## config.mk

```make
export PLATFORM = sky130hd
export DESIGN_NAME = packet_header_anomaly_filter_flat
export DESIGN_NICKNAME = d
export VERILOG_FILES = /design/src/sv/phaf_pkg.sv /design/src/sv/phaf_hdr_if.sv /design/src/sv/phaf_res_if.sv /design/src/sv/phaf_front.sv /design/src/sv/phaf_queue.sv /design/src/sv/phaf_back.sv /design/src/sv/packet_header_anomaly_filter.sv /design/src/flat_wrapper.sv
export SDC_FILE = /design/constraint.sdc
export NUM_CORES = 1
export LEC_CHECK = 0
export ABC_AREA = 1
export BUFFER_PORTS_ARGS = -buffer_cell sky130_fd_sc_hd__buf_2
export CAP_MARGIN = 20
export CORE_MARGIN = 4
export CORE_UTILIZATION = 55
export DETAILED_ROUTE_END_ITERATION = 10
export PLACE_DENSITY = 0.75
export SLEW_MARGIN = 20
export SYNTH_ARGS = -nofsm -noshare
export SYNTH_HDL_FRONTEND = slang
export SYNTH_SLANG_ARGS = --single-unit
```

## constraint.sdc

```tcl
create_clock -name clk -period 12.4 [get_ports clk]
set_input_delay 0 -clock clk [delete_from_list [all_inputs] [get_ports clk]]
set_output_delay 0 -clock clk [all_outputs]
set_load 0.005 [all_outputs]
```

## src/sv/phaf_pkg.sv

```systemverilog
// -----------------------------------------------------------------------------
// phaf_pkg
// Shared types and constants for the packet header anomaly filter.
// -----------------------------------------------------------------------------
package phaf_pkg;

	localparam int NUM_REASONS = 14;
	localparam int QUEUE_DEPTH = 2;

	// protocol codes as delivered by the header parser
	localparam logic [1:0] PROTO_OTHER = 2'd0;
	localparam logic [1:0] PROTO_TCP   = 2'd1;
	localparam logic [1:0] PROTO_UDP   = 2'd2;
	localparam logic [1:0] PROTO_ICMP  = 2'd3;

	// TCP flag bit positions
	localparam int FLAG_FIN = 0;
	localparam int FLAG_SYN = 1;
	localparam int FLAG_RST = 2;
	localparam int FLAG_PSH = 3;
	localparam int FLAG_ACK = 4;
	localparam int FLAG_URG = 5;

	localparam logic [15:0] DNS_PORT = 16'd53;

	localparam logic [7:0] OCTET_MCAST    = 8'd224;
	localparam logic [7:0] OCTET_RESERVED = 8'd240;

	localparam logic [7:0] ICMP_ECHO_REPLY = 8'd0;
	localparam logic [7:0] ICMP_UNREACH    = 8'd3;
	localparam logic [7:0] ICMP_ECHO_REQ   = 8'd8;
	localparam logic [7:0] ICMP_TIME_EXC   = 8'd11;
	localparam logic [7:0] ICMP_UNREACH_MAX_CODE   = 8'd15;
	localparam logic [7:0] ICMP_TIME_EXC_MAX_CODE  = 8'd1;

	// configuration register indexes
	localparam logic [1:0] REG_LOCAL_ADDR = 2'd0;
	localparam logic [1:0] REG_MIN_TTL    = 2'd1;
	localparam logic [1:0] REG_DNS_LIMIT  = 2'd2;

	localparam logic [31:0] RST_LOCAL_ADDR = 32'd0;
	localparam logic [7:0]  RST_MIN_TTL    = 8'd5;
	localparam logic [15:0] RST_DNS_LIMIT  = 16'd4096;

	typedef enum logic [3:0] {
		RSN_NONE     = 4'd0,
		RSN_LAND     = 4'd1,
		RSN_TTL      = 4'd2,
		RSN_BOGON    = 4'd3,
		RSN_FRAG     = 4'd4,
		RSN_ICMP     = 4'd5,
		RSN_NULL     = 4'd6,
		RSN_FIN      = 4'd7,
		RSN_XMAS     = 4'd8,
		RSN_SYNFIN   = 4'd9,
		RSN_SYNRST   = 4'd10,
		RSN_SYNFLAGS = 4'd11,
		RSN_SYNDATA  = 4'd12,
		RSN_PORT0    = 4'd13,
		RSN_DNS      = 4'd14
	} reason_t;

	typedef struct packed {
		logic [31:0] local_address;
		logic [7:0]  min_ttl;
		logic [15:0] dns_size_limit;
	} cfg_t;

	// handoff between a producer and the next part
	typedef struct packed {
		logic    valid;
		reason_t reason;
	} verdict_t;

endpackage

```

## src/sv/phaf_hdr_if.sv

```systemverilog
// -----------------------------------------------------------------------------
// phaf_hdr_if
// Header channel: one parsed IPv4 header per beat, valid/ready handshake.
// -----------------------------------------------------------------------------
interface phaf_hdr_if;
	logic        valid;
	logic        ready;
	logic [31:0] source_address;
	logic [31:0] dest_address;
	logic [1:0]  protocol;
	logic [7:0]  time_to_live;
	logic        fragmented;
	logic [7:0]  icmp_kind;
	logic [7:0]  icmp_subcode;
	logic [7:0]  tcp_flag_bits;
	logic [15:0] source_port;
	logic [15:0] dest_port;
	logic [15:0] packet_size;
	logic [15:0] payload_length;

	modport source (
		output valid, source_address, dest_address, protocol, time_to_live,
			fragmented, icmp_kind, icmp_subcode, tcp_flag_bits, source_port,
			dest_port, packet_size, payload_length,
		input  ready
	);

	modport sink (
		input  valid, source_address, dest_address, protocol, time_to_live,
			fragmented, icmp_kind, icmp_subcode, tcp_flag_bits, source_port,
			dest_port, packet_size, payload_length,
		output ready
	);
endinterface

```

## src/sv/phaf_res_if.sv

```systemverilog
// -----------------------------------------------------------------------------
// phaf_res_if
// Verdict channel: one filter verdict per beat, valid/ready handshake.
// -----------------------------------------------------------------------------
interface phaf_res_if;
	logic        valid;
	logic        ready;
	logic        blocked;
	logic [3:0]  reason;
	logic [31:0] reason_hits;

	modport source (
		output valid, blocked, reason, reason_hits,
		input  ready
	);

	modport sink (
		input  valid, blocked, reason, reason_hits,
		output ready
	);
endinterface

```

## src/sv/phaf_front.sv

```systemverilog
// -----------------------------------------------------------------------------
// phaf_front
// Accepts headers and runs the priority chain of sanity checks; registers the
// winning reason code.
// -----------------------------------------------------------------------------
module phaf_front (
	input  logic                 clk,
	input  logic                 arst_n,
	phaf_hdr_if.sink             hdr,
	input  phaf_pkg::cfg_t       cfg,
	input  logic                 q_ready,
	output phaf_pkg::verdict_t   verdict
);

	logic               valid_s1;
	phaf_pkg::reason_t  reason_s1;
	phaf_pkg::reason_t  reason_d;

	logic        src_nz;
	logic        icmp_ok;
	logic [7:0]  fl;
	logic [7:0]  octet;

	always_comb begin
		src_nz = (hdr.source_address != 32'd0);
		fl     = hdr.tcp_flag_bits;
		octet  = hdr.source_address[31:24];

		icmp_ok = ((hdr.icmp_kind == phaf_pkg::ICMP_ECHO_REPLY) && (hdr.icmp_subcode == 8'd0))
			|| ((hdr.icmp_kind == phaf_pkg::ICMP_ECHO_REQ) && (hdr.icmp_subcode == 8'd0))
			|| ((hdr.icmp_kind == phaf_pkg::ICMP_UNREACH)
				&& (hdr.icmp_subcode <= phaf_pkg::ICMP_UNREACH_MAX_CODE))
			|| ((hdr.icmp_kind == phaf_pkg::ICMP_TIME_EXC)
				&& (hdr.icmp_subcode <= phaf_pkg::ICMP_TIME_EXC_MAX_CODE));

		// first check that fires wins
		reason_d = phaf_pkg::RSN_NONE;
		if (src_nz && (hdr.source_address == hdr.dest_address)) begin
			reason_d = phaf_pkg::RSN_LAND;
		end else if ((hdr.time_to_live != 8'd0) && (hdr.time_to_live < cfg.min_ttl)) begin
			reason_d = phaf_pkg::RSN_TTL;
		end else if (src_nz && (hdr.source_address != cfg.local_address)
				&& ((octet == 8'd0) || (octet == phaf_pkg::OCTET_MCAST)
				|| (octet == phaf_pkg::OCTET_RESERVED))) begin
			reason_d = phaf_pkg::RSN_BOGON;
		end else if (hdr.fragmented) begin
			reason_d = phaf_pkg::RSN_FRAG;
		end else if ((hdr.protocol == phaf_pkg::PROTO_ICMP) && !icmp_ok) begin
			reason_d = phaf_pkg::RSN_ICMP;
		end else if ((hdr.protocol == phaf_pkg::PROTO_TCP) && (fl == 8'd0)) begin
			reason_d = phaf_pkg::RSN_NULL;
		end else if ((hdr.protocol == phaf_pkg::PROTO_TCP) && fl[phaf_pkg::FLAG_FIN]
				&& !fl[phaf_pkg::FLAG_ACK]) begin
			reason_d = phaf_pkg::RSN_FIN;
		end else if ((hdr.protocol == phaf_pkg::PROTO_TCP) && fl[phaf_pkg::FLAG_FIN]
				&& fl[phaf_pkg::FLAG_PSH] && fl[phaf_pkg::FLAG_URG]) begin
			reason_d = phaf_pkg::RSN_XMAS;
		end else if ((hdr.protocol == phaf_pkg::PROTO_TCP) && fl[phaf_pkg::FLAG_SYN]
				&& fl[phaf_pkg::FLAG_FIN]) begin
			reason_d = phaf_pkg::RSN_SYNFIN;
		end else if ((hdr.protocol == phaf_pkg::PROTO_TCP) && fl[phaf_pkg::FLAG_SYN]
				&& fl[phaf_pkg::FLAG_RST]) begin
			reason_d = phaf_pkg::RSN_SYNRST;
		end else if ((hdr.protocol == phaf_pkg::PROTO_TCP) && fl[phaf_pkg::FLAG_SYN]
				&& (fl[phaf_pkg::FLAG_PSH] || fl[phaf_pkg::FLAG_URG])) begin
			reason_d = phaf_pkg::RSN_SYNFLAGS;
		end else if ((hdr.protocol == phaf_pkg::PROTO_TCP) && fl[phaf_pkg::FLAG_SYN]
				&& (hdr.payload_length != 16'd0)) begin
			reason_d = phaf_pkg::RSN_SYNDATA;
		end else if (((hdr.protocol == phaf_pkg::PROTO_TCP)
				|| (hdr.protocol == phaf_pkg::PROTO_UDP))
				&& ((hdr.source_port == 16'd0) || (hdr.dest_port == 16'd0))) begin
			reason_d = phaf_pkg::RSN_PORT0;
		end else if ((hdr.protocol == phaf_pkg::PROTO_UDP)
				&& (hdr.dest_port == phaf_pkg::DNS_PORT)
				&& (hdr.packet_size > cfg.dns_size_limit)) begin
			reason_d = phaf_pkg::RSN_DNS;
		end
	end

	assign hdr.ready = !valid_s1 || q_ready;

	always_ff @(posedge clk or negedge arst_n) begin
		if (!arst_n) begin
			valid_s1 <= 1'b0;
		end else if (hdr.ready) begin
			valid_s1 <= hdr.valid;
		end
	end

	always_ff @(posedge clk) begin
		if (hdr.valid && hdr.ready) begin
			reason_s1 <= reason_d;
		end
	end

	assign verdict.valid  = valid_s1;
	assign verdict.reason = reason_s1;

endmodule

```

## src/sv/phaf_queue.sv

```systemverilog
// -----------------------------------------------------------------------------
// phaf_queue
// Short FIFO of reason codes between the classifier and the counter stage.
// -----------------------------------------------------------------------------
module phaf_queue (
	input  logic                 clk,
	input  logic                 arst_n,
	input  phaf_pkg::verdict_t   push_in,
	output logic                 push_ready,
	output phaf_pkg::verdict_t   head,
	input  logic                 pop
);

	localparam int PTR_W = $clog2(phaf_pkg::QUEUE_DEPTH);
	localparam int CNT_W = $clog2(phaf_pkg::QUEUE_DEPTH + 1);

	phaf_pkg::reason_t  slot_q [phaf_pkg::QUEUE_DEPTH];
	logic [PTR_W-1:0]   wr_ptr_q;
	logic [PTR_W-1:0]   rd_ptr_q;
	logic [CNT_W-1:0]   count_q;
	logic               push;

	assign push_ready  = (count_q != CNT_W'(phaf_pkg::QUEUE_DEPTH));
	assign push        = push_in.valid && push_ready;
	assign head.valid  = (count_q != '0);
	assign head.reason = slot_q[rd_ptr_q];

	always_ff @(posedge clk or negedge arst_n) begin
		if (!arst_n) begin
			wr_ptr_q <= '0;
			rd_ptr_q <= '0;
			count_q  <= '0;
		end else begin
			if (push) begin
				wr_ptr_q <= (wr_ptr_q == PTR_W'(phaf_pkg::QUEUE_DEPTH - 1)) ? '0
					: wr_ptr_q + PTR_W'(1);
			end
			if (pop) begin
				rd_ptr_q <= (rd_ptr_q == PTR_W'(phaf_pkg::QUEUE_DEPTH - 1)) ? '0
					: rd_ptr_q + PTR_W'(1);
			end
			if (push && !pop) begin
				count_q <= count_q + CNT_W'(1);
			end else if (pop && !push) begin
				count_q <= count_q - CNT_W'(1);
			end
		end
	end

	always_ff @(posedge clk) begin
		if (push) begin
			slot_q[wr_ptr_q] <= push_in.reason;
		end
	end

`ifndef SYNTHESIS
	a_no_pop_empty: assert property (@(posedge clk) disable iff (!arst_n)
		pop |-> head.valid)
		else $error("queue popped while empty");

	a_count_bound: assert property (@(posedge clk) disable iff (!arst_n)
		count_q <= CNT_W'(phaf_pkg::QUEUE_DEPTH))
		else $error("queue count over depth");

	a_push_counts: assert property (@(posedge clk) disable iff (!arst_n)
		(push && !pop) |=> (count_q == $past(count_q) + CNT_W'(1)))
		else $error("queue count did not follow push");
`endif

endmodule

```

## src/sv/phaf_back.sv

```systemverilog
// -----------------------------------------------------------------------------
// phaf_back
// Hit counters per reason with saturating increment, and the verdict output
// register.
// -----------------------------------------------------------------------------
module phaf_back (
	input  logic                 clk,
	input  logic                 arst_n,
	input  phaf_pkg::verdict_t   head,
	output logic                 pop,
	phaf_res_if.source           res
);

	logic [31:0]        cnt_q [phaf_pkg::NUM_REASONS];
	logic               out_valid_q;
	logic               blocked_q;
	phaf_pkg::reason_t  reason_q;
	logic [31:0]        hits_q;

	logic               hit;
	logic [3:0]         idx;
	logic [31:0]        cur;
	logic [31:0]        nxt;

	assign pop = head.valid && (!out_valid_q || res.ready);
	assign hit = (head.reason != phaf_pkg::RSN_NONE);

	always_comb begin
		idx = hit ? (4'(head.reason) - 4'd1) : 4'd0;
		cur = cnt_q[idx];
		// saturate at all ones
		nxt = (cur == '1) ? cur : cur + 32'd1;
	end

	always_ff @(posedge clk or negedge arst_n) begin
		if (!arst_n) begin
			out_valid_q <= 1'b0;
			for (int i = 0; i < phaf_pkg::NUM_REASONS; i++) begin
				cnt_q[i] <= '0;
			end
		end else begin
			if (pop) begin
				out_valid_q <= 1'b1;
				if (hit) begin
					cnt_q[idx] <= nxt;
				end
			end else if (res.ready) begin
				out_valid_q <= 1'b0;
			end
		end
	end

	always_ff @(posedge clk) begin
		if (pop) begin
			blocked_q <= hit;
			reason_q  <= head.reason;
			hits_q    <= hit ? nxt : 32'd0;
		end
	end

	assign res.valid       = out_valid_q;
	assign res.blocked     = blocked_q;
	assign res.reason      = 4'(reason_q);
	assign res.reason_hits = hits_q;

`ifndef SYNTHESIS
	a_blocked_has_reason: assert property (@(posedge clk) disable iff (!arst_n)
		res.valid |-> (res.blocked == (reason_q != phaf_pkg::RSN_NONE)))
		else $error("blocked flag disagrees with reason");

	a_pass_zero_hits: assert property (@(posedge clk) disable iff (!arst_n)
		(res.valid && !res.blocked) |-> (res.reason_hits == 32'd0))
		else $error("passed verdict carries hits");

	a_block_nonzero_hits: assert property (@(posedge clk) disable iff (!arst_n)
		(res.valid && res.blocked) |-> (res.reason_hits != 32'd0))
		else $error("blocked verdict with zero hit count");
`endif

endmodule

```

## src/sv/packet_header_anomaly_filter.sv

```systemverilog
// -----------------------------------------------------------------------------
// packet_header_anomaly_filter
// Inline sanity filter for parsed IPv4 headers with per-reason hit counters.
// -----------------------------------------------------------------------------
// Takes one header beat per clock while the verdict side is ready and returns
// one verdict beat per header, in order. A verdict passes the classifier
// register, the two-entry queue and the output register, where the reason's
// 32-bit counter is read, bumped and written back in the same cycle, so
// back-to-back hits on one reason do not stall. Sustained rate is one header
// per cycle while the verdict side is ready. Counters clear at reset and
// saturate. Registers sit at byte addresses 0 (local_address), 4 (min_ttl)
// and 8 (dns_size_limit); write them only while no header is in flight.
// -----------------------------------------------------------------------------
module packet_header_anomaly_filter (
	input  logic         clk,
	input  logic         arst_n,
	phaf_hdr_if.sink     hdr,
	phaf_res_if.source   res,
	input  logic         psel,
	input  logic         penable,
	input  logic         pwrite,
	input  logic [3:0]   paddr,
	input  logic [31:0]  pwdata,
	output logic [31:0]  prdata,
	output logic         pready
);

	phaf_pkg::cfg_t      cfg_q;
	phaf_pkg::verdict_t  front_verdict;
	phaf_pkg::verdict_t  q_head;
	logic                q_ready;
	logic                q_pop;
	logic [1:0]          reg_idx;
	logic                wr_en;

	assign pready  = 1'b1;
	assign reg_idx = paddr[3:2];
	assign wr_en   = psel && penable && pwrite && pready;

	always_ff @(posedge clk or negedge arst_n) begin
		if (!arst_n) begin
			cfg_q.local_address  <= phaf_pkg::RST_LOCAL_ADDR;
			cfg_q.min_ttl        <= phaf_pkg::RST_MIN_TTL;
			cfg_q.dns_size_limit <= phaf_pkg::RST_DNS_LIMIT;
		end else if (wr_en) begin
			unique case (reg_idx)
				phaf_pkg::REG_LOCAL_ADDR: cfg_q.local_address  <= pwdata;
				phaf_pkg::REG_MIN_TTL:    cfg_q.min_ttl        <= pwdata[7:0];
				phaf_pkg::REG_DNS_LIMIT:  cfg_q.dns_size_limit <= pwdata[15:0];
				default: ;
			endcase
		end
	end

	always_comb begin
		unique case (reg_idx)
			phaf_pkg::REG_LOCAL_ADDR: prdata = cfg_q.local_address;
			phaf_pkg::REG_MIN_TTL:    prdata = {24'd0, cfg_q.min_ttl};
			phaf_pkg::REG_DNS_LIMIT:  prdata = {16'd0, cfg_q.dns_size_limit};
			default:                  prdata = 32'd0;
		endcase
	end

	phaf_front u_front (
		.clk     (clk),
		.arst_n  (arst_n),
		.hdr     (hdr),
		.cfg     (cfg_q),
		.q_ready (q_ready),
		.verdict (front_verdict)
	);

	phaf_queue u_queue (
		.clk        (clk),
		.arst_n     (arst_n),
		.push_in    (front_verdict),
		.push_ready (q_ready),
		.head       (q_head),
		.pop        (q_pop)
	);

	phaf_back u_back (
		.clk    (clk),
		.arst_n (arst_n),
		.head   (q_head),
		.pop    (q_pop),
		.res    (res)
	);

endmodule
```

## src/flat_wrapper.sv

```systemverilog
// flat-port wrapper written by rule: the top's interface ports become plain ports
module packet_header_anomaly_filter_flat 
  (clk, arst_n, psel, penable, pwrite, paddr, pwdata, prdata, pready, hdr_valid, hdr_source_address, hdr_dest_address, hdr_protocol, hdr_time_to_live, hdr_fragmented, hdr_icmp_kind, hdr_icmp_subcode, hdr_tcp_flag_bits, hdr_source_port, hdr_dest_port, hdr_packet_size, hdr_payload_length, hdr_ready, res_valid, res_blocked, res_reason, res_reason_hits, res_ready);
  phaf_hdr_if hdr_i ();
  phaf_res_if res_i ();
  input  logic clk;
  input  logic arst_n;
  input  logic psel;
  input  logic penable;
  input  logic pwrite;
  input  logic [3:0] paddr;
  input  logic [31:0] pwdata;
  output logic [31:0] prdata;
  output logic pready;
  input wire logic [$bits(hdr_i.valid)-1:0] hdr_valid;
  input wire logic [$bits(hdr_i.source_address)-1:0] hdr_source_address;
  input wire logic [$bits(hdr_i.dest_address)-1:0] hdr_dest_address;
  input wire logic [$bits(hdr_i.protocol)-1:0] hdr_protocol;
  input wire logic [$bits(hdr_i.time_to_live)-1:0] hdr_time_to_live;
  input wire logic [$bits(hdr_i.fragmented)-1:0] hdr_fragmented;
  input wire logic [$bits(hdr_i.icmp_kind)-1:0] hdr_icmp_kind;
  input wire logic [$bits(hdr_i.icmp_subcode)-1:0] hdr_icmp_subcode;
  input wire logic [$bits(hdr_i.tcp_flag_bits)-1:0] hdr_tcp_flag_bits;
  input wire logic [$bits(hdr_i.source_port)-1:0] hdr_source_port;
  input wire logic [$bits(hdr_i.dest_port)-1:0] hdr_dest_port;
  input wire logic [$bits(hdr_i.packet_size)-1:0] hdr_packet_size;
  input wire logic [$bits(hdr_i.payload_length)-1:0] hdr_payload_length;
  output wire logic [$bits(hdr_i.ready)-1:0] hdr_ready;
  output wire logic [$bits(res_i.valid)-1:0] res_valid;
  output wire logic [$bits(res_i.blocked)-1:0] res_blocked;
  output wire logic [$bits(res_i.reason)-1:0] res_reason;
  output wire logic [$bits(res_i.reason_hits)-1:0] res_reason_hits;
  input wire logic [$bits(res_i.ready)-1:0] res_ready;
  assign hdr_i.valid = hdr_valid;
  assign hdr_i.source_address = hdr_source_address;
  assign hdr_i.dest_address = hdr_dest_address;
  assign hdr_i.protocol = hdr_protocol;
  assign hdr_i.time_to_live = hdr_time_to_live;
  assign hdr_i.fragmented = hdr_fragmented;
  assign hdr_i.icmp_kind = hdr_icmp_kind;
  assign hdr_i.icmp_subcode = hdr_icmp_subcode;
  assign hdr_i.tcp_flag_bits = hdr_tcp_flag_bits;
  assign hdr_i.source_port = hdr_source_port;
  assign hdr_i.dest_port = hdr_dest_port;
  assign hdr_i.packet_size = hdr_packet_size;
  assign hdr_i.payload_length = hdr_payload_length;
  assign hdr_ready = hdr_i.ready;
  assign res_valid = res_i.valid;
  assign res_blocked = res_i.blocked;
  assign res_reason = res_i.reason;
  assign res_reason_hits = res_i.reason_hits;
  assign res_i.ready = res_ready;
  packet_header_anomaly_filter u_core (.clk(clk), .arst_n(arst_n), .hdr(hdr_i), .res(res_i), .psel(psel), .penable(penable), .pwrite(pwrite), .paddr(paddr), .pwdata(pwdata), .prdata(prdata), .pready(pready));
endmodule
```

==> run_results.csv <==
group,metric,value,unit
run_status,outcome,"complete, no violations",
worst_setup_path,crit_family,"simple AND/OR/NAND/NOR gates",
worst_setup_path,critPathMaxStageDelay,820,ps
floorplanning,core-area,0.0553,mm2
power_and_ir_drop,finalPower,7.31,mW
floorplanning,io_pins,278,
worst_setup_path,path_common_cell,"nand2_1",
sta,max_freq,135,MHz
clocking,cts_tree,"done",
power_and_ir_drop,p_comb_frac,0.449,
synth,synth_fp_nets,4522,
sta,worst_slew_pin_slew,1080,ps
drt,ant_nets,0,
power_and_ir_drop,vdd_drop_max,0.000239,V
finish,layout-drive-gt1-share,0.120,
global_route,grt_pass1_wl,159,mm
power_and_ir_drop,p_sw_frac,0.483,
placement,dp_hpwl,60.8,mm
sta,whs,25.3,ps
clocking,cts_hold_buf,38,
sta,clock_skew,20.6,ps
sta,finalSetupViolCount,0,
drt,drc,0,
synth,synth_top_area_share,0.412,
drt,routed_via_density,5.70,
clocking,clkSlewWorstSetupHoldPaths,60,ps
clocking,clkSinkCount,559,
sta,setup-tns-final,0,ps
floorplanning,std_cell_rows,86,
sta,period_share,0.597,
global_route,grt_pass1_vias,28100,
clocking,cts_resized,0,
floorplanning,die_h,245,um
synth,synth-main-ff-cell,"dfrtp_1",
drt,wirelength,103,mm
sta,grt_setup_unrepaired,"no",
worst_setup_path,worst-path-buf-inv,7,
power_and_ir_drop,p_sw,3.53,mW
sta,drv_slew,0,
worst_setup_path,crit_required,12770,ps
clocking,cts-buffers-inserted,59,
worst_setup_path,setup.worst_path.end_class,"flip-flop",
drt,num_vias,29900,
synth,synth_seq_cells,559,
clocking,cts.path.max_buffers,3,
synth,syn_area,0.0308,mm2
clocking,cts_root_buffer,"clkbuf_16",
worst_setup_path,start_kind,"flip-flop",
power_and_ir_drop,p_leak,18.9,nW
clocking,htreeDepth,2,
global_route,grt_max_degree,165,
run,maxCapViolations,0,
synth,synth_edf_count,49,
global_route,antenna_found_initial,1,
worst_setup_path,critical_path_class,"reg -> reg",
floorplanning,die_area,0.0599,mm2
sta,hold_viol,0,
synth,synth_top_area_cell,"dfrtp_1",
floorplanning,initial_utilization,0.557,
placement,preCtsSetupSlack,5150,ps
drt,wl_per_cell,19.6,um
finish,final_util,0.626,
worst_setup_path,crit_arrival,7780,ps
finish,nNetsFinal,4688,
clocking,clock_latency,630,ps
worst_setup_path,cp_max_fo,75,
finish,final_common_cell,"nand2_1",
worst_setup_path,critPathSlowestCell,"o21ai_4",
drt,drt_iter0_drc,3597,
synth,avgSynthCellArea,7.19,um2
synth,async_flop_share,0.912,
drt,drt_pass1_iterations,8,
global_route,overflow,0,
finish,area_delta_synth_final,12.4,%
power_and_ir_drop,power_density,211,mW/mm2
worst_setup_path,crit_path_cell_trace,"inv_2 > nand2_1 > nand2_8 > ha_2 > buf_4 > inv_4 > o21ai_4 > buf_4 > nand2_1 > inv_1 > nor2_1 > nand2_1 > nand2_1 > nand2_1 > nor2_4 > ha_1 > nand3_2 > inv_2 > nand2_2 > nor2_4 > nand2_4 > nand3_2 > nand2_1 > inv_1",
floorplanning,die_w,245,um
synth,ys_seq_area_frac,0.462,
worst_hold_path,hold_class,"in -> async",
global_route,gr-usage-all-layers,0.337,
sta,setup_ws,4990,ps
power_and_ir_drop,internal_power,3.78,mW
power_and_ir_drop,clkPwrFrac,0.249,
placement,port_buffers,274,
synth,ys_warn_count,0,
clocking,cts_setup_buffers,0,
synth,synth_cells,4286,
synth,synth_area_leaders,"dfrtp_1 41%, nand2_1 26%, edfxtp_1 4.8%",
finish,layout_common_cells,"2108 x nand2_1, 507 x dfrtp_1, 344 x nor2_1",
placement,gp_congestion,1.01,
synth,ys_types,51,
power_and_ir_drop,seq_power_share,0.302,
sta,fin_crit,7410,ps
sta,max_slew_margin,0.277,
==> flip-flops by register name, summed over array words and instances (netlist names) <==
register and count:
u_core.cfg_q 56, u_core.u_back.cnt_q 448, u_core.u_back.res.blocked 1, u_core.u_back.res.reason 4, u_core.u_back.res.reason_hits 32, u_core.u_back.res.valid 1, u_core.u_front.reason_s1 4, u_core.u_front.valid_s1 1
u_core.u_queue.count_q 2, u_core.u_queue.rd_ptr_q 1, u_core.u_queue.slot_q 8, u_core.u_queue.wr_ptr_q 1
==> power groups by stage <==
stage	registers [mW]	logic [mW]	clock network, mW
after detailed placement	2.24	3.16	0
after global placement	2.23	3.14	0
after floorplan	2.22	1.98	0
after CTS	2.21	3.18	1.83
final	2.21	3.28	1.82
after global routing	2.23	3.42	1.90
==> per-stage QoR <==
step                      instances  instance area, um2
after floorplan                4286               30800
after global placement         5101               32300
after detailed placement       5101               32300
after CTS                      5247               34600
after global routing           5248               34600
final                          5248               34600
==> final timing paths <==
kind	start	endpoint	slack, ps	cells after the start
worst max-delay path	u_core.u_queue.rd_ptr_q	u_core.u_back.res.reason_hits[26]	4990	24
worst min-delay path	arst_n	u_core.u_back.cnt_q[100]	30	2
worst max register to register	u_core.u_queue.rd_ptr_q	u_core.u_back.res.reason_hits[26]	4990	24
worst min register to register	u_core.u_front.reason_s1[3]	u_core.u_queue.slot_q[1][3]	440	0
max in group asynchronous	arst_n	u_core.u_back.cnt_q[381]	9850	4
min in group clk	hdr_tcp_flag_bits[5]	u_core.u_front.reason_s1[2]	30	6
==> cells by family (layout without fill, tap and decap cells) <==
kind of cell / after synthesis / count (layout) / share of synthesized area
flops: 559 / 559 / 0.462
fa+ha+maj: 30 / 30 / 0.0122
buf+inv: 497 / 710 / 0.0747
other cells: 1 / 2 / 0.000122
xor+xnor: 55 / 55 / 0.0156
simple gates: 2907 / 2907 / 0.390
compound gates: 237 / 237 / 0.0450
==> Yosys cell counts (all sizes together) (30+ instances only) <==
library cell  count
a31oi            37
nand4           192
edfxtp           49
o21ai           109
nand2          2132
xnor2            48
nand3           158
dfrtp           507
buf             149
inv             235
clkbuf          111
nor2            374
a21oi            63
ha               30
==> layer usage <==
metal | vias to the layer above | share of wire | track usage
met2 | 1670 | 0.45 | 0.527
met1 | 14100 | 0.40 | 0.460
li1 | 13800 | - | -
met5 | - | 0 | 0
met4 | 0 | 0.051 | 0.157
met3 | 369 | 0.10 | 0.0589
==> layout make-up <==
type	count	area, um2
timing repair buffer	365	2170
tap	748	936
multi-input combinational	3230	14400
fill	5052	20700
inverter	237	892
sequential	559	14200
clock inverter	20	198
clock buffer	88	1770
antenna	1	2.50
No activity file was read; power rests on OpenSTA's default activity.
